File: src/design/ftss_pkg.sv
// ----------------------------------------------------------------------------
// ftss_pkg
// Shared constants and types for the file transfer sector splitter.
// ----------------------------------------------------------------------------
package ftss_pkg;

    localparam int FTSS_SECTOR_BYTES      = 512;
    localparam int FTSS_FILE_SECTOR_LIMIT = 32;
    localparam int FTSS_QUEUE_DEPTH       = 2;

    localparam int STATUS_W = 3;
    localparam int FILE_W   = 16;
    localparam int OFFSET_W = 9;
    localparam int COUNT_W  = 10;
    localparam int ADDR_W   = 4;

    typedef enum logic [STATUS_W-1:0] {
        ST_CHUNK   = 3'd0,
        ST_EMPTY   = 3'd1,
        ST_NOSPACE = 3'd2,
        ST_BADPOS  = 3'd3,
        ST_ERASED  = 3'd4
    } status_t;

    typedef enum logic [1:0] {
        REG_ERASED = 2'd0,
        REG_SPF    = 2'd1,
        REG_MAIN   = 2'd2,
        REG_BACKUP = 2'd3
    } reg_index_t;

endpackage

File: src/design/file_transfer_sector_splitter.sv
// ----------------------------------------------------------------------------
// file_transfer_sector_splitter
// Splits file read/write requests into per-sector device chunks.
// ----------------------------------------------------------------------------
// A request is classified on acceptance and queued (two entries). A request
// refused with a status, or with nothing to transfer, yields one result. A
// request of N chunks is dequeued, then the file base is multiplied, then the
// starting sector is added, then one chunk is sent per cycle while the output
// is not stalled (N is at most FILE_SECTOR_LIMIT). Requests enter at one per
// cycle while the queue has room.
module file_transfer_sector_splitter
    import ftss_pkg::*;
#(
    parameter int SECTOR_BYTES      = FTSS_SECTOR_BYTES,
    parameter int FILE_SECTOR_LIMIT = FTSS_FILE_SECTOR_LIMIT
) (
    input  logic                aclk,
    input  logic                aresetn,

    input  logic                psel,
    input  logic                penable,
    input  logic                pwrite,
    input  logic [ADDR_W-1:0]   paddr,
    input  logic [31:0]         pwdata,
    output logic [31:0]         prdata,
    output logic                pready,

    input  logic                s_valid,
    output logic                s_ready,
    input  logic                s_req_type,
    input  logic [FILE_W-1:0]   s_file_index,
    input  logic signed [31:0]  s_position,
    input  logic [31:0]         s_transfer_length,

    output logic                m_valid,
    input  logic                m_ready,
    output logic [STATUS_W-1:0] m_status,
    output logic [31:0]         m_physical_sector,
    output logic [OFFSET_W-1:0] m_sector_offset,
    output logic [COUNT_W-1:0]  m_chunk_bytes,
    output logic                m_last
);

    localparam int SB_W    = $clog2(SECTOR_BYTES);
    localparam int SPF_W   = $clog2(FILE_SECTOR_LIMIT + 1);
    localparam int FS_W    = SB_W + SPF_W;
    localparam int ENTRY_W = STATUS_W + FILE_W + SPF_W + 2 * FS_W;

    logic        erased_reg;
    logic [5:0]  spf_reg;
    logic [31:0] main_reg;
    logic [31:0] backup_reg;
    logic        cfg_write;
    reg_index_t  cfg_index;

    logic               q_full, q_push, q_pop, q_valid;
    logic [ENTRY_W-1:0] q_in, q_out;

    assign pready    = 1'b1;
    assign cfg_write = psel && penable && pwrite;
    assign cfg_index = reg_index_t'(paddr[3:2]);

    always_ff @(posedge aclk) begin
        if (!aresetn) begin
            erased_reg <= 1'b0;
            spf_reg    <= 6'd1;
            main_reg   <= 32'd0;
            backup_reg <= 32'd1;
        end else if (cfg_write) begin
            unique case (cfg_index)
                REG_ERASED: erased_reg <= pwdata[0];
                REG_SPF:    spf_reg    <= pwdata[5:0];
                REG_MAIN:   main_reg   <= pwdata;
                REG_BACKUP: backup_reg <= pwdata;
                default:    erased_reg <= erased_reg;
            endcase
        end
    end

    always_comb begin
        unique case (cfg_index)
            REG_ERASED: prdata = {31'd0, erased_reg};
            REG_SPF:    prdata = {26'd0, spf_reg};
            REG_MAIN:   prdata = main_reg;
            REG_BACKUP: prdata = backup_reg;
            default:    prdata = '0;
        endcase
    end

    ftss_front #(
        .SECTOR_BYTES      (SECTOR_BYTES),
        .FILE_SECTOR_LIMIT (FILE_SECTOR_LIMIT),
        .ENTRY_W           (ENTRY_W)
    ) u_front (
        .s_valid           (s_valid),
        .s_ready           (s_ready),
        .s_req_type        (s_req_type),
        .s_file_index      (s_file_index),
        .s_position        (s_position),
        .s_transfer_length (s_transfer_length),
        .erased            (erased_reg),
        .sectors_per_file  (spf_reg),
        .q_full            (q_full),
        .q_push            (q_push),
        .q_entry           (q_in)
    );

    ftss_queue #(
        .WIDTH (ENTRY_W),
        .DEPTH (FTSS_QUEUE_DEPTH)
    ) u_queue (
        .aclk      (aclk),
        .aresetn   (aresetn),
        .push      (q_push),
        .push_data (q_in),
        .full      (q_full),
        .pop       (q_pop),
        .pop_valid (q_valid),
        .pop_data  (q_out)
    );

    ftss_back #(
        .SECTOR_BYTES      (SECTOR_BYTES),
        .FILE_SECTOR_LIMIT (FILE_SECTOR_LIMIT),
        .ENTRY_W           (ENTRY_W)
    ) u_back (
        .aclk                (aclk),
        .aresetn             (aresetn),
        .q_valid             (q_valid),
        .q_entry             (q_out),
        .q_pop               (q_pop),
        .main_super_sector   (main_reg),
        .backup_super_sector (backup_reg),
        .m_valid             (m_valid),
        .m_ready             (m_ready),
        .m_status            (m_status),
        .m_physical_sector   (m_physical_sector),
        .m_sector_offset     (m_sector_offset),
        .m_chunk_bytes       (m_chunk_bytes),
        .m_last              (m_last)
    );

endmodule

File: src/design/ftss_queue.sv
// ----------------------------------------------------------------------------
// ftss_queue
// Small register FIFO between the classifier and the chunk sequencer.
// ----------------------------------------------------------------------------
module ftss_queue
    import ftss_pkg::*;
#(
    parameter int WIDTH = 8,
    parameter int DEPTH = FTSS_QUEUE_DEPTH
) (
    input  logic             aclk,
    input  logic             aresetn,
    input  logic             push,
    input  logic [WIDTH-1:0] push_data,
    output logic             full,
    input  logic             pop,
    output logic             pop_valid,
    output logic [WIDTH-1:0] pop_data
);

    localparam int PTR_W = (DEPTH > 1) ? $clog2(DEPTH) : 1;
    localparam int CNT_W = $clog2(DEPTH + 1);

    logic [WIDTH-1:0] mem_reg [DEPTH];
    logic [PTR_W-1:0] wr_ptr_reg, wr_ptr_next;
    logic [PTR_W-1:0] rd_ptr_reg, rd_ptr_next;
    logic [CNT_W-1:0] count_reg, count_next;
    logic             do_push, do_pop;

    assign full      = (count_reg == CNT_W'(DEPTH));
    assign pop_valid = (count_reg != '0);
    assign pop_data  = mem_reg[rd_ptr_reg];
    assign do_push   = push && !full;
    assign do_pop    = pop && pop_valid;

    always_comb begin
        wr_ptr_next = wr_ptr_reg;
        rd_ptr_next = rd_ptr_reg;
        count_next  = count_reg;
        if (do_push) begin
            wr_ptr_next = (wr_ptr_reg == PTR_W'(DEPTH - 1)) ? '0 : wr_ptr_reg + 1'b1;
        end
        if (do_pop) begin
            rd_ptr_next = (rd_ptr_reg == PTR_W'(DEPTH - 1)) ? '0 : rd_ptr_reg + 1'b1;
        end
        if (do_push && !do_pop) begin
            count_next = count_reg + 1'b1;
        end else if (do_pop && !do_push) begin
            count_next = count_reg - 1'b1;
        end
    end

    always_ff @(posedge aclk) begin
        if (!aresetn) begin
            wr_ptr_reg <= '0;
            rd_ptr_reg <= '0;
            count_reg  <= '0;
        end else begin
            wr_ptr_reg <= wr_ptr_next;
            rd_ptr_reg <= rd_ptr_next;
            count_reg  <= count_next;
        end
    end

    always_ff @(posedge aclk) begin
        if (do_push) begin
            mem_reg[wr_ptr_reg] <= push_data;
        end
    end

endmodule

File: src/design/ftss_front.sv
// ----------------------------------------------------------------------------
// ftss_front
// Request classifier: status checks, file size and length clamp.
// ----------------------------------------------------------------------------
module ftss_front
    import ftss_pkg::*;
#(
    parameter int SECTOR_BYTES      = FTSS_SECTOR_BYTES,
    parameter int FILE_SECTOR_LIMIT = FTSS_FILE_SECTOR_LIMIT,
    parameter int ENTRY_W           = 8
) (
    input  logic               s_valid,
    output logic               s_ready,
    input  logic               s_req_type,
    input  logic [FILE_W-1:0]  s_file_index,
    input  logic signed [31:0] s_position,
    input  logic [31:0]        s_transfer_length,
    input  logic               erased,
    input  logic [5:0]         sectors_per_file,
    input  logic               q_full,
    output logic               q_push,
    output logic [ENTRY_W-1:0] q_entry
);

    localparam int SB_W  = $clog2(SECTOR_BYTES);
    localparam int SPF_W = $clog2(FILE_SECTOR_LIMIT + 1);
    localparam int FS_W  = SB_W + SPF_W;

    logic [SPF_W-1:0] spf_eff;
    logic [31:0]      fsize, pos_u, remain, len_eff;
    status_t          status;

    always_comb begin
        spf_eff = (32'(sectors_per_file) > 32'(FILE_SECTOR_LIMIT))
                ? SPF_W'(FILE_SECTOR_LIMIT) : SPF_W'(sectors_per_file);
        fsize   = 32'(spf_eff) << SB_W;
        pos_u   = {1'b0, s_position[30:0]};
        remain  = fsize - pos_u;
        len_eff = (s_transfer_length < remain) ? s_transfer_length : remain;

        if (erased) begin
            status = ST_ERASED;
        end else if (s_position[31]) begin
            status = ST_BADPOS;
        end else if (pos_u >= fsize) begin
            status = s_req_type ? ST_NOSPACE : ST_EMPTY;
        end else if (len_eff == '0) begin
            status = ST_EMPTY;
        end else begin
            status = ST_CHUNK;
        end
    end

    assign s_ready = !q_full;
    assign q_push  = s_valid && !q_full;
    assign q_entry = {status, s_file_index, spf_eff, FS_W'(pos_u), FS_W'(len_eff)};

endmodule

File: src/design/ftss_back.sv
// ----------------------------------------------------------------------------
// ftss_back
// Chunk sequencer: maps sectors, skips superblocks, emits one result a cycle while the output is not stalled.
// ----------------------------------------------------------------------------
module ftss_back
    import ftss_pkg::*;
#(
    parameter int SECTOR_BYTES      = FTSS_SECTOR_BYTES,
    parameter int FILE_SECTOR_LIMIT = FTSS_FILE_SECTOR_LIMIT,
    parameter int ENTRY_W           = 8
) (
    input  logic                aclk,
    input  logic                aresetn,
    input  logic                q_valid,
    input  logic [ENTRY_W-1:0]  q_entry,
    output logic                q_pop,
    input  logic [31:0]         main_super_sector,
    input  logic [31:0]         backup_super_sector,
    output logic                m_valid,
    input  logic                m_ready,
    output logic [STATUS_W-1:0] m_status,
    output logic [31:0]         m_physical_sector,
    output logic [OFFSET_W-1:0] m_sector_offset,
    output logic [COUNT_W-1:0]  m_chunk_bytes,
    output logic                m_last
);

    localparam int SB_W  = $clog2(SECTOR_BYTES);
    localparam int SPF_W = $clog2(FILE_SECTOR_LIMIT + 1);
    localparam int FS_W  = SB_W + SPF_W;

    typedef enum logic [3:0] {
        BK_IDLE = 4'b0001,
        BK_MUL  = 4'b0010,
        BK_ADD  = 4'b0100,
        BK_RUN  = 4'b1000
    } back_state_t;

    back_state_t        state_reg, state_next;
    logic [FILE_W-1:0]  file_reg, file_next;
    logic [SPF_W-1:0]   spf_reg, spf_next;
    logic [FS_W-1:0]    pos_reg, pos_next;
    logic [FS_W-1:0]    len_reg, len_next;
    logic [31:0]        sec_reg, sec_next;
    logic [31:0]        lo_reg, lo_next;
    logic [31:0]        hi_reg, hi_next;

    logic                out_valid_reg, out_valid_next;
    logic [STATUS_W-1:0] out_status_reg, out_status_next;
    logic [31:0]         out_sector_reg, out_sector_next;
    logic [OFFSET_W-1:0] out_offset_reg, out_offset_next;
    logic [COUNT_W-1:0]  out_count_reg, out_count_next;
    logic                out_last_reg, out_last_next;

    logic [STATUS_W-1:0] q_status;
    logic [FILE_W-1:0]   q_file;
    logic [SPF_W-1:0]    q_spf;
    logic [FS_W-1:0]     q_pos, q_len;

    logic                out_free;
    logic [SB_W-1:0]     off;
    logic [SB_W:0]       room, cnt;
    logic                ge_lo, ge_hi0, ge_hi1;
    logic [1:0]          bump;

    assign {q_status, q_file, q_spf, q_pos, q_len} = q_entry;
    assign out_free = !out_valid_reg || m_ready;

    always_comb begin
        off    = pos_reg[SB_W-1:0];
        room   = (SB_W+1)'(SECTOR_BYTES) - {1'b0, off};
        cnt    = (len_reg < FS_W'(room)) ? (SB_W+1)'(len_reg) : room;
        ge_lo  = sec_reg >= lo_reg;
        ge_hi0 = sec_reg >= hi_reg;
        ge_hi1 = ({1'b0, sec_reg} + 33'd1) >= {1'b0, hi_reg};
        bump   = {1'b0, ge_lo} + {1'b0, (ge_lo ? ge_hi1 : ge_hi0)};
    end

    always_comb begin
        state_next      = state_reg;
        file_next       = file_reg;
        spf_next        = spf_reg;
        pos_next        = pos_reg;
        len_next        = len_reg;
        sec_next        = sec_reg;
        lo_next         = lo_reg;
        hi_next         = hi_reg;
        out_valid_next  = out_valid_reg && !m_ready;
        out_status_next = out_status_reg;
        out_sector_next = out_sector_reg;
        out_offset_next = out_offset_reg;
        out_count_next  = out_count_reg;
        out_last_next   = out_last_reg;
        q_pop           = 1'b0;

        unique case (state_reg)
            BK_IDLE: begin
                if (q_valid && out_free) begin
                    q_pop = 1'b1;
                    if (q_status != ST_CHUNK) begin
                        out_valid_next  = 1'b1;
                        out_status_next = q_status;
                        out_sector_next = '0;
                        out_offset_next = '0;
                        out_count_next  = '0;
                        out_last_next   = 1'b1;
                    end else begin
                        file_next  = q_file;
                        spf_next   = q_spf;
                        pos_next   = q_pos;
                        len_next   = q_len;
                        lo_next    = (main_super_sector < backup_super_sector)
                                   ? main_super_sector : backup_super_sector;
                        hi_next    = (main_super_sector < backup_super_sector)
                                   ? backup_super_sector : main_super_sector;
                        state_next = BK_MUL;
                    end
                end
            end
            BK_MUL: begin
                sec_next   = 32'(file_reg) * 32'(spf_reg);
                state_next = BK_ADD;
            end
            BK_ADD: begin
                sec_next   = sec_reg + 32'(pos_reg >> SB_W);
                state_next = BK_RUN;
            end
            BK_RUN: begin
                if (out_free) begin
                    out_valid_next  = 1'b1;
                    out_status_next = ST_CHUNK;
                    out_sector_next = sec_reg + 32'(bump);
                    out_offset_next = OFFSET_W'(off);
                    out_count_next  = COUNT_W'(cnt);
                    len_next        = len_reg - FS_W'(cnt);
                    pos_next        = pos_reg + FS_W'(cnt);
                    sec_next        = sec_reg + 32'd1;
                    out_last_next   = (len_next == '0);
                    if (len_next == '0) begin
                        state_next = BK_IDLE;
                    end
                end
            end
            default: begin
                state_next = BK_IDLE;
            end
        endcase
    end

    always_ff @(posedge aclk) begin
        if (!aresetn) begin
            state_reg     <= BK_IDLE;
            out_valid_reg <= 1'b0;
        end else begin
            state_reg     <= state_next;
            out_valid_reg <= out_valid_next;
        end
    end

    always_ff @(posedge aclk) begin
        file_reg       <= file_next;
        spf_reg        <= spf_next;
        pos_reg        <= pos_next;
        len_reg        <= len_next;
        sec_reg        <= sec_next;
        lo_reg         <= lo_next;
        hi_reg         <= hi_next;
        out_status_reg <= out_status_next;
        out_sector_reg <= out_sector_next;
        out_offset_reg <= out_offset_next;
        out_count_reg  <= out_count_next;
        out_last_reg   <= out_last_next;
    end

    assign m_valid           = out_valid_reg;
    assign m_status          = out_status_reg;
    assign m_physical_sector = out_sector_reg;
    assign m_sector_offset   = out_offset_reg;
    assign m_chunk_bytes     = out_count_reg;
    assign m_last            = out_last_reg;

endmodule

File: config.mk
export PLATFORM = sky130hd
export DESIGN_NAME = file_transfer_sector_splitter
export DESIGN_NICKNAME = d
export VERILOG_FILES = /design/src/design/ftss_pkg.sv /design/src/design/file_transfer_sector_splitter.sv /design/src/design/ftss_queue.sv /design/src/design/ftss_front.sv /design/src/design/ftss_back.sv
export SDC_FILE = /design/constraint.sdc
export NUM_CORES = 1
export LEC_CHECK = 0
export BUFFER_PORTS_ARGS = -buffer_cell sky130_fd_sc_hd__buf_2
export CAP_MARGIN = 20
export CORE_MARGIN = 8
export CORE_UTILIZATION = 45
export DETAILED_ROUTE_END_ITERATION = 10
export GPL_TIMING_DRIVEN = 0
export PLACE_DENSITY_LB_ADDON = 0.12
export SKIP_CTS_REPAIR_TIMING = 1
export SLEW_MARGIN = 20
export SYNTH_ARGS = -nofsm -noshare
export SYNTH_HDL_FRONTEND = slang
export SYNTH_SLANG_ARGS = --single-unit
File: constraint.sdc
create_clock -name aclk -period 5.9 [get_ports aclk]
set_clock_uncertainty 0.15 [all_clocks]
set_input_delay 1.18 -clock aclk [delete_from_list [all_inputs] [get_ports aclk]]
set_output_delay 1.18 -clock aclk [all_outputs]
set_load 0.05 [all_outputs]
Word-level counts from Yosys, hierarchy flattened

Memories as Yosys holds them, arrays and structs flattened. A register that Yosys moved wholly into a read port is not among the register bits.
Cells that the tools add are included.

$add $sub $neg: 13
$mul: 1
Order comparisons: 8
Equal/unequal tests: 13
Muxes and demuxes: 61
Bitwise logic cells: 1
Reductions and logical operators: 32

Operator list:

| kind                                                            | number |
|---|---|
| 32-bit 2-to-1 mux                                               | 7 |
| 32-bit case mux with 4 select lines                             | 1 |
| 32-bit case mux with 3 select lines                             | 1 |
| 15-bit 2-to-1 mux                                               | 6 |
| 32-bit >= comparator                                            | 2 |
| 32-bit less-than comparator                                     | 2 |
| 32-bit case mux with 2 select lines                             | 1 |
| 15-bit case mux with 2 select lines                             | 2 |
| 10-bit 2-to-1 mux                                               | 4 |
| 32-bit by 1-bit adder with 33-bit output, second input constant | 1 |
| 33-bit by 32-bit >= comparator with 1-bit output                | 1 |
| 32-bit by 1-bit adder with 32-bit output, second input constant | 1 |
| 32-bit by 2-bit adder with 32-bit output                        | 1 |
| 32-bit by 6-bit adder with 32-bit output                        | 1 |
| 32-bit logical NOT                                              | 1 |
| 15-bit by 31-bit subtractor with 32-bit output                  | 1 |
| 31-bit by 15-bit >= comparator with 1-bit output                | 1 |
| 9-bit 2-to-1 mux                                                | 3 |
| 16-bit by 6-bit multiplier with 22-bit output                   | 1 |
| 10-bit case mux with 2 select lines                             | 1 |
| 3-bit 2-to-1 mux                                                | 6 |
| 9-bit case mux with 2 select lines                              | 1 |
| 1-bit 2-to-1 mux                                                | 16 |
| 4-bit 2-to-1 mux                                                | 4 |
| other kinds (33)                                                | 63 |

Bits in registers: 283
Bits in writable memories: 110
Input bits: 124
Logic and storage cells: 151
Memories: 1

Memory list:

| name            | depth | width | rd ports | clocked after Yosys merged registers in | write ports | RTL line         | text |
|---|---|---|---|---|---|---|---|
| u_queue.mem_reg | 2     | 55    | 1        | 1                                       | 1           | ftss_queue.sv:24 | `logic [WIDTH-1:0] mem_reg [DEPTH];` |

Logic depth before layout (Yosys ltp)

Gate-level depths: netlist of the first run.

Word-level depth: 10
Depth in mapped cells: 27
Mapped depth without buffers: 25

By module

Synthesis of the first run repeated with hierarchy kept, for this count alone.

Cells, all modules: 2694
Area, all modules: 27353.7 sq um

Modules (own cells, without submodules):

| module                        | instances | cells an instance | area an instance (sq um) | seq. area each (sq um) |
|---|---|---|---|---|
| ftss_back                     | 1         | 1845              | 17692.0                  | 6195.9 |
| ftss_queue                    | 1         | 196               | 4220.3                   | 3403.3 |
| file_transfer_sector_splitter | 1         | 346               | 3311.9                   | 1421.4 |
| ftss_front                    | 1         | 307               | 2129.5                   | 0.0 |

Least setup slack after synthesis of the first run

OpenSTA, ideal clock, no wires.

Kind: in2reg
From: in m_ready
To: reg u_back.file_reg[0], enable pin
Library setup time: 531 ps
Arrival time: 5019 ps
Setup slack: 199 ps
Stages on the path: 3
Path through: nand2b_1 -> nand2_1 -> nor2_1

Cells in the longest elaborated chain, start to end: 3

RTL lines:

| item                          | RTL line                            | text |
|---|---|---|
| start: declaration            | file_transfer_sector_splitter.sv:36 | `input logic m_ready,` |
| 1-bit logical OR              | ftss_back.sv:67                     | `assign out_free = !out_valid_reg \|\| m_ready;` |
| 1-bit logical AND             | ftss_back.sv:98                     | `if (q_valid && out_free) begin` |
| 3-bit AND reduction (no line) | -                                   |  |
| end signal: assignment        | ftss_back.sv:161                    | `file_reg <= file_next;` |
| end: declaration              | ftss_back.sv:40                     | `logic [FILE_W-1:0] file_reg, file_next;` |

Every way passes these cells.
A chain may end at the register's enable or synchronous reset.

Worst setup path in the final report of the first run

From: reg u_back.sec_reg[15]
To: reg u_back.out_sector_reg[27], in the netlist u_back.m_physical_sector[27] (data pin)

Cells in the longest elaborated chain, start to end: 7
Elaborated cells between the ends (all ways): 9

RTL lines:

| item                                             | RTL line         | text |
|---|---|---|
| start: declaration                               | ftss_back.sv:44  | `logic [31:0] sec_reg, sec_next;` |
| start signal: assignment                         | ftss_back.sv:165 | `sec_reg <= sec_next;` |
| 32-bit by 1-bit adder with 33-bit output         | ftss_back.sv:75  | `ge_hi1 = ({1'b0, sec_reg} + 33'd1) >= {1'b0, hi_reg};` |
| 33-bit by 32-bit >= comparator with 1-bit output | ftss_back.sv:75  |  |
| 1-bit 2-to-1 mux                                 | ftss_back.sv:76  | `bump = {1'b0, ge_lo} + {1'b0, (ge_lo ? ge_hi1 : ge_hi0)};` |
| 1-bit by 1-bit adder with 2-bit output           | ftss_back.sv:76  |  |
| 32-bit by 2-bit adder with 32-bit output *       | ftss_back.sv:132 | `out_sector_next = sec_reg + 32'(bump);` |
| 32-bit 2-to-1 mux *                              | ftss_back.sv:129 | `if (out_free) begin` |
| 32-bit case mux with 2 select lines *            | ftss_back.sv:96  | `unique case (state_reg)` |
| end signal: assignment                           | ftss_back.sv:169 | `out_sector_reg <= out_sector_next;` |
| end: declaration                                 | ftss_back.sv:50  | `logic [31:0] out_sector_reg, out_sector_next;` |

Every way passes the cells marked *; elsewhere a longest branch is shown, timed or not. The select of a mux whose other input is x is not followed.

==> impl_metrics.env, run 1 <==
export IMPL_first_global_vias=20151
export IMPL_setup_viol=0
export IMPL_synth_cell_types=79
export IMPL_seqCellArea_mm2=0.01102
export IMPL_worstSetupEndpointType="flip-flop"
export IMPL_htree_num_levels=2
export IMPL_clockBufferDepth=3
export IMPL_grtUsageTotal_pct=21.45
export IMPL_nFillCells=5243
export IMPL_grt_overflow=0
export IMPL_gp_congestion=0.9218
export IMPL_clkSlewWorstSetupHoldPaths_ns=0.06
export IMPL_antenna_found_initial=3
export IMPL_rsz0062_at_grt="true"
export IMPL_synthCells=2591
export IMPL_power_switching_uw=3349
export IMPL_core_area_mm2=0.05781
export IMPL_critPathArrivalTime_ns=5.89
export IMPL_grt_pass1_wl_um=114200
export IMPL_crit_start="u_back.sec_reg[15]$_DFFE_PP_"
export IMPL_ys_warn_count=0
export IMPL_clock_root_buffer="clkbuf_16"
export IMPL_r2r_end="u_back.m_physical_sector[27]$_SDFFCE_PN0P_"
export IMPL_r2r_setup_slack_ns=0.16
export IMPL_start_kind="flip-flop"
export IMPL_cts_sinks=394
export IMPL_ys_ff_latch=394
export IMPL_crit_required_ns=6.04
export IMPL_largest_reg_flops=110
export IMPL_worst_path_max_fanout=10
export IMPL_core_rowCount=88
export IMPL_final_area_mm2=0.03041
export IMPL_multiInputGateArea_mm2=0.01441
export IMPL_yosys_area_top_type="edfxtp_1"
export IMPL_dp_hpwl_um=58050
export IMPL_synth_edf_count=313
export IMPL_dr_pass1_iters=5
export IMPL_finalSetupTns_ns=0
export IMPL_maxCapViolCount=0
export IMPL_timing_final_crit_share_pct=97.35
export IMPL_power_frac_comb_pct=33.0
export IMPL_irDropWorstVdd_uv=468.9
export IMPL_min_from="spf_reg[0]$_SDFFE_PN1P_"
export IMPL_power_frac_seq_pct=38.7
export IMPL_r2r_start="u_back.sec_reg[15]$_DFFE_PP_"
export IMPL_cts_made_buffers=46
export IMPL_maxSlewHeadroom_pct=38.11
export IMPL_synth_top_area_share_pct=35.61
export IMPL_die_x_um=258.2
export IMPL_start_util_pct=45.66
export IMPL_hold_path_class="flip-flop to flip-flop"
export IMPL_dieArea_mm2=0.06665
export IMPL_drive_above_1_share_pct=16.58
export IMPL_crit_path_end="u_back.m_physical_sector[27]$_SDFFCE_PN0P_"
export IMPL_routed_wl_um=73560
export IMPL_synth_main_ff_cell="edfxtp_1"
export IMPL_syn_area_per_cell_um2=10.19
export IMPL_slew_violations=0
export IMPL_p_leak_uw=0.01263
export IMPL_synth_area_top_cells="edfxtp_1, ha_1, dfxtp_1, nand2_1, fa_1"
export IMPL_p_clk_share_pct=28.3
export IMPL_postSynth_asyncResetShare_pct=0
export IMPL_final_net_count=3297
export IMPL_p_int_uw=6050
export IMPL_finalHoldViolations=0
export IMPL_final_util_pct=52.61
export IMPL_clock_latency_ns=0.59
export IMPL_areaGrowthSynthToFinish_pct=15.24
export IMPL_diodes=0
export IMPL_grt_max_degree=39
export IMPL_worst_pin_slew_ns=0.9284
export IMPL_viasPerCell=5.512
export IMPL_placed_cell_area_mm2=0.02867
export IMPL_post_drt_wl_per_cell_um=19.99
export IMPL_p_per_area_mw_per_mm2=309.1
export IMPL_yosysSeqAreaShare_pct=41.76
export IMPL_synth_nets=3010
export IMPL_cp_slowest_cell="or3_4"
export IMPL_switching_share_pct=35.63
export IMPL_vias=20280
export IMPL_syn_area_mm2=0.02639
export IMPL_drc=0
export IMPL_drt_iter0_markers=1280
export IMPL_cts_tree="built"
export IMPL_fmax_ghz=0.1741
export IMPL_total_power_uw=9400
export IMPL_dieHeight_um=258.2
export IMPL_outcome="finished, final reports clean"
export IMPL_portBuffers=208
export IMPL_io_pins=214
export IMPL_ant_nets=0
export IMPL_r2r_cells=26
export IMPL_worst_setup_path_type="flip-flop to flip-flop"
export IMPL_critPathMaxStageDelay_ns=0.47
export IMPL_fin_crit_ns=5.744
## worst min path at each step
stage	to	slack (ns)	depth (start not counted)
after floorplan	u_back.state_reg[2]$_SDFFE_PN0P_	0.29	1
after global placement	u_back.state_reg[2]$_SDFFE_PN0P_	0.31	1
final	spf_reg[0]$_SDFFE_PN1P_	0.36	2
after detailed placement	u_back.state_reg[2]$_SDFFE_PN0P_	0.35	1
after CTS	u_back.state_reg[2]$_SDFFE_PN0P_	0.36	1
after global routing	u_back.file_reg[1]$_DFFE_PP_	0.40	1
## routing by layer
layer	share of wire (%)	track usage [%]	vias up
li1	-	-	9754
met1	46	30.06	9884
met2	46	34.61	538
met3	5.5	3.130	100
met4	2.1	5.546	4
met5	0.031	0	-
## per-stage QoR
step	setup slack, ns	hold WS, ns	std cells
floorplan	0.1995	0.2888	2591
global placement	-1.560	0.3108	3564
detailed placement	-0.9182	0.3547	3574
CTS	-0.9799	0.3649	3658
global route	-0.04778	0.3989	3679
finish	0.1561	0.3627	3679
## power groups by stage
stage | registers (uW) | clock network [uW] | logic (uW)
finish | 3640 | 2660 | 3100
global route | 3670 | 2820 | 3390
CTS | 3650 | 2710 | 3120
detailed placement | 3700 | 0 | 3090
global placement | 3750 | 0 | 2940
floorplan | 4270 | 0 | 1610
## critical path: cells and delay by family (launching register included)
kind                       cells  cell delay (ns)
and+or+nand+nor               15             3.07
adders and majority gates      2             0.75
buffers and inverters          3             0.41
DFF                            1             0.38
xor gates and xnor gates       2             0.29
AOI/OAI and AO/OA              3             0.29
muxes                          1             0.12
## cell families (layout without fill, tap and decap cells)
logic type | after synthesis | after routing | synth area share (%)
adders and majority gates | 295 | 295 | 15.72
muxes | 151 | 151 | 6.220
xor gates and xnor gates | 151 | 151 | 5.011
and+or+nand+nor | 829 | 829 | 15.19
other | 1 | 1 | 0.01421
buffers and inverters | 299 | 622 | 4.409
DFF | 394 | 394 | 41.76
AOI/OAI and AO/OA | 471 | 471 | 11.68
## cell usage after synthesis, types with 21 or more instances
cell type	instances
a211oi_1	23
a21boi_0	69
a21o_1	69
a21oi_1	112
and2_1	44
and3_1	27
buf_2	21
clkbuf_1	80
dfxtp_1	81
edfxtp_1	313
fa_1	61
ha_1	234
inv_1	193
mux2_2	90
mux2i_1	56
nand2_1	361
nand3_1	41
nand4_1	40
nor2_1	110
nor2b_1	72
nor3_1	33
o21ai_0	102
or3_1	28
xnor2_1	69
xor2_1	82
## area by class of cell
type                            count  share of cell area, %
Clock buffer                       59                  3.978
Clock inverter                     25                 0.5801
Sequential cell                   394                  36.24
Timing Repair Buffer              242                  4.797
Inverter                          193                  2.382
Multi-Input combinational cell   1898                  47.37
Buffer                            103                  1.510
Tap cell                          765                  3.147
## placed cells by master (no fill, tap or decap), types with 28 or more instances in the layout
cell and instances:
a21o_1 69, xor2_1 82, ha_1 234, mux2i_1 56, xnor2_1 69, dfxtp_1 81
nor2b_1 71, and2_1 45, a21oi_1 111, mux2_2 90, nand2_1 360, buf_4 28
fa_1 60, a21boi_0 68, edfxtp_1 313, nor2_1 100, clkbuf_1 84, inv_1 192
nand3_1 39, o21ai_0 102, buf_2 223, clkbuf_16 46, nand4_1 40
No activity file was read; power rests on OpenSTA's default activity.
==> run 2: changes to the inputs <==
- GPL_TIMING_DRIVEN: 0 -> default
==> impl_metrics.env, run 2 (same netlist as run 1, synthesis figures left out) <==
export IMPL_placedCellCount=3535
export IMPL_p_leak_uw=0.01258
export IMPL_worst_path_max_fanout=7
export IMPL_r2r_cells=25
export IMPL_antenna_found_initial=2
export IMPL_drt_iter0_markers=1356
export IMPL_rsz0062_at_grt="false"
export IMPL_portBuffers=210
export IMPL_clock_root_buffer="clkbuf_16"
export IMPL_first_global_vias=19843
export IMPL_gp_congestion=0.8796
export IMPL_r2r_setup_slack_ns=0.44
export IMPL_slew_violations=0
export IMPL_clkSlewWorstSetupHoldPaths_ns=0.06
export IMPL_areaGrowthSynthToFinish_pct=13.88
export IMPL_min_from="u_back.state_reg[0]$_SDFFE_PN1P_"
export IMPL_hold_end="u_back.state_reg[2]$_SDFFE_PN0P_"
export IMPL_start_kind="flip-flop"
export IMPL_drt_met1_wl_um=32860
export IMPL_grt_overflow=0
export IMPL_wl_met3_um=3550
export IMPL_placed_cell_area_mm2=0.02857
export IMPL_largest_reg_flops=110
export IMPL_maxSlewHeadroom_pct=37.20
export IMPL_cts_made_buffers=45
export IMPL_mostFrequentLayoutCell="nand2_1"
export IMPL_finalHoldViolations=0
export IMPL_top_layer_used="met5"
export IMPL_maxCapViolCount=0
export IMPL_drive_above_1_share_pct=16.73
export IMPL_dieHeight_um=258.2
export IMPL_outcome="finished, final reports clean"
export IMPL_dieArea_mm2=0.06665
export IMPL_route_met2_wl_um=30670
export IMPL_htree_num_levels=2
export IMPL_worst_setup_path_type="flip-flop to flip-flop"
export IMPL_dp_hpwl_um=52830
export IMPL_start_util_pct=45.66
export IMPL_p_per_area_mw_per_mm2=311.9
export IMPL_whs_path_depth=1
export IMPL_cts_sinks=394
export IMPL_post_drt_wl_per_cell_um=19.00
export IMPL_fmax_ghz=0.1830
export IMPL_final_cell_mix="nand2_1, edfxtp_1, ha_1"
export IMPL_setup_viol=0
export IMPL_timing_final_crit_share_pct=92.62
export IMPL_critPathArrivalTime_ns=5.62
export IMPL_irDropWorstVdd_uv=260.7
export IMPL_core_area_mm2=0.05781
export IMPL_worst_pin_slew_ns=0.9397
export IMPL_routed_wl_um=68730
export IMPL_io_pins=214
export IMPL_hold_path_class="flip-flop to flip-flop"
export IMPL_grt_max_degree=66
export IMPL_final_util_pct=51.99
export IMPL_vias=19650
export IMPL_cts_tree="built"
export IMPL_finalNonFillerCells=3618
export IMPL_r2r_start="u_back.sec_reg[17]$_DFFE_PP_"
export IMPL_clock_latency_ns=0.58
export IMPL_fin_crit_ns=5.464
export IMPL_clockBufferDepth=3
export IMPL_grt_pass1_wl_um=108600
export IMPL_finalSetupTns_ns=0
export IMPL_viasPerCell=5.431
export IMPL_grtUsageTotal_pct=20.05
export IMPL_drc=0
export IMPL_core_rowCount=88
export IMPL_dr_pass1_iters=5
export IMPL_ant_nets=0
export IMPL_final_net_count=3236
export IMPL_final_area_mm2=0.03005
export IMPL_die_x_um=258.2
export IMPL_worstSetupEndpointType="flip-flop"
export IMPL_crit_required_ns=6.06
export IMPL_r2r_end="u_back.m_physical_sector[27]$_SDFFCE_PN0P_"
run 2: cell count changes in the layout (fill, tap and decap cells not counted), moves of 4 or more:
cell	change
nor2_1	+5
buf_16	-5
buf_2	-13
clkbuf_1	-73
nor2_4	-4
buf_4	+46
nor3_4	-4
buf_12	-4
clkbuf_2	-4
bufinv_16	+4
run 2: per-layer routing:
metal | up-vias | track usage, %
met2 | 470 | 31.43
met1 | 9451 | 28.57
li1 | 9639 | -
met4 | 2 | 5.312
met5 | - | 0
met3 | 88 | 3.326
run 2: how the worst max path moves through the flow:
stage,endpoint,slack [ns],cells after the start,from
floorplan,u_back.file_reg[0]$_DFFE_PP_,0.20,3,m_ready
global placement,u_back.m_physical_sector[14]$_SDFFCE_PN0P_,0.27,26,u_back.sec_reg[17]$_DFFE_PP_
detailed placement,u_queue.mem_reg[0][52]$_DFFE_PP_,0.27,21,s_position[0]
CTS,u_back.m_physical_sector[14]$_SDFFCE_PN0P_,0.23,26,u_back.sec_reg[17]$_DFFE_PP_
global route,u_back.pos_reg[13]$_DFFE_PP_,0.05,19,u_back.pos_reg[3]$_DFFE_PP_
finish,u_back.m_physical_sector[27]$_SDFFCE_PN0P_,0.44,25,u_back.sec_reg[17]$_DFFE_PP_
run 2: stage by stage:
| step | power, uW | setup WS (ns) | hold slack, ns |
|---|---|---|---|
| after global placement | 6635 | 0.2670 | 0.3163 |
| after detailed placement | 6685 | 0.2702 | 0.3425 |
| after CTS | 9479 | 0.2301 | 0.3582 |
| after floorplan | 5886 | 0.1995 | 0.2888 |
| after global routing | 9863 | 0.05060 | 0.3963 |
| final | 9373 | 0.4356 | 0.3557 |
run 2: cell type report:
cell class,count,area [um2]
antenna,1,2.502
fill,5231,27750
timing repair buffer,285,1627
inverter,193,724.4
multi-input combinational,1898,14270
sequential,394,11020
clock buffer,56,1167
clock inverter,26,280.3
tap,765,957.2
run 2: power by group:
part / total (uW) / switching [uW] / internal [uW]
Sequential: 3660 / 160 / 3500
Clock: 2750 / 1130 / 1630
Combinational: 2960 / 1980 / 989
run 2: worst max-delay path, stage by stage (launching register included):
cell and delay, ns:
edfxtp_1 0.41, and4_1 0.23, and4_1 0.25, and3_1 0.24, and3_1 0.24, and3_1 0.26, nand2_1 0.09, xnor2_1 0.13
ha_1 0.30, nand3_1 0.08, or2_2 0.33, nor3_2 0.24, nand4_1 0.16, o211ai_1 0.13, a221oi_1 0.06, o21ai_0 0.08
mux2i_1 0.11, fa_1 0.44, inv_1 0.10, nand3_1 0.09, or3_1 0.43, nor2_1 0.13, buf_4 0.19, nand4_1 0.12
xor2_1 0.16, nor2_1 0.05
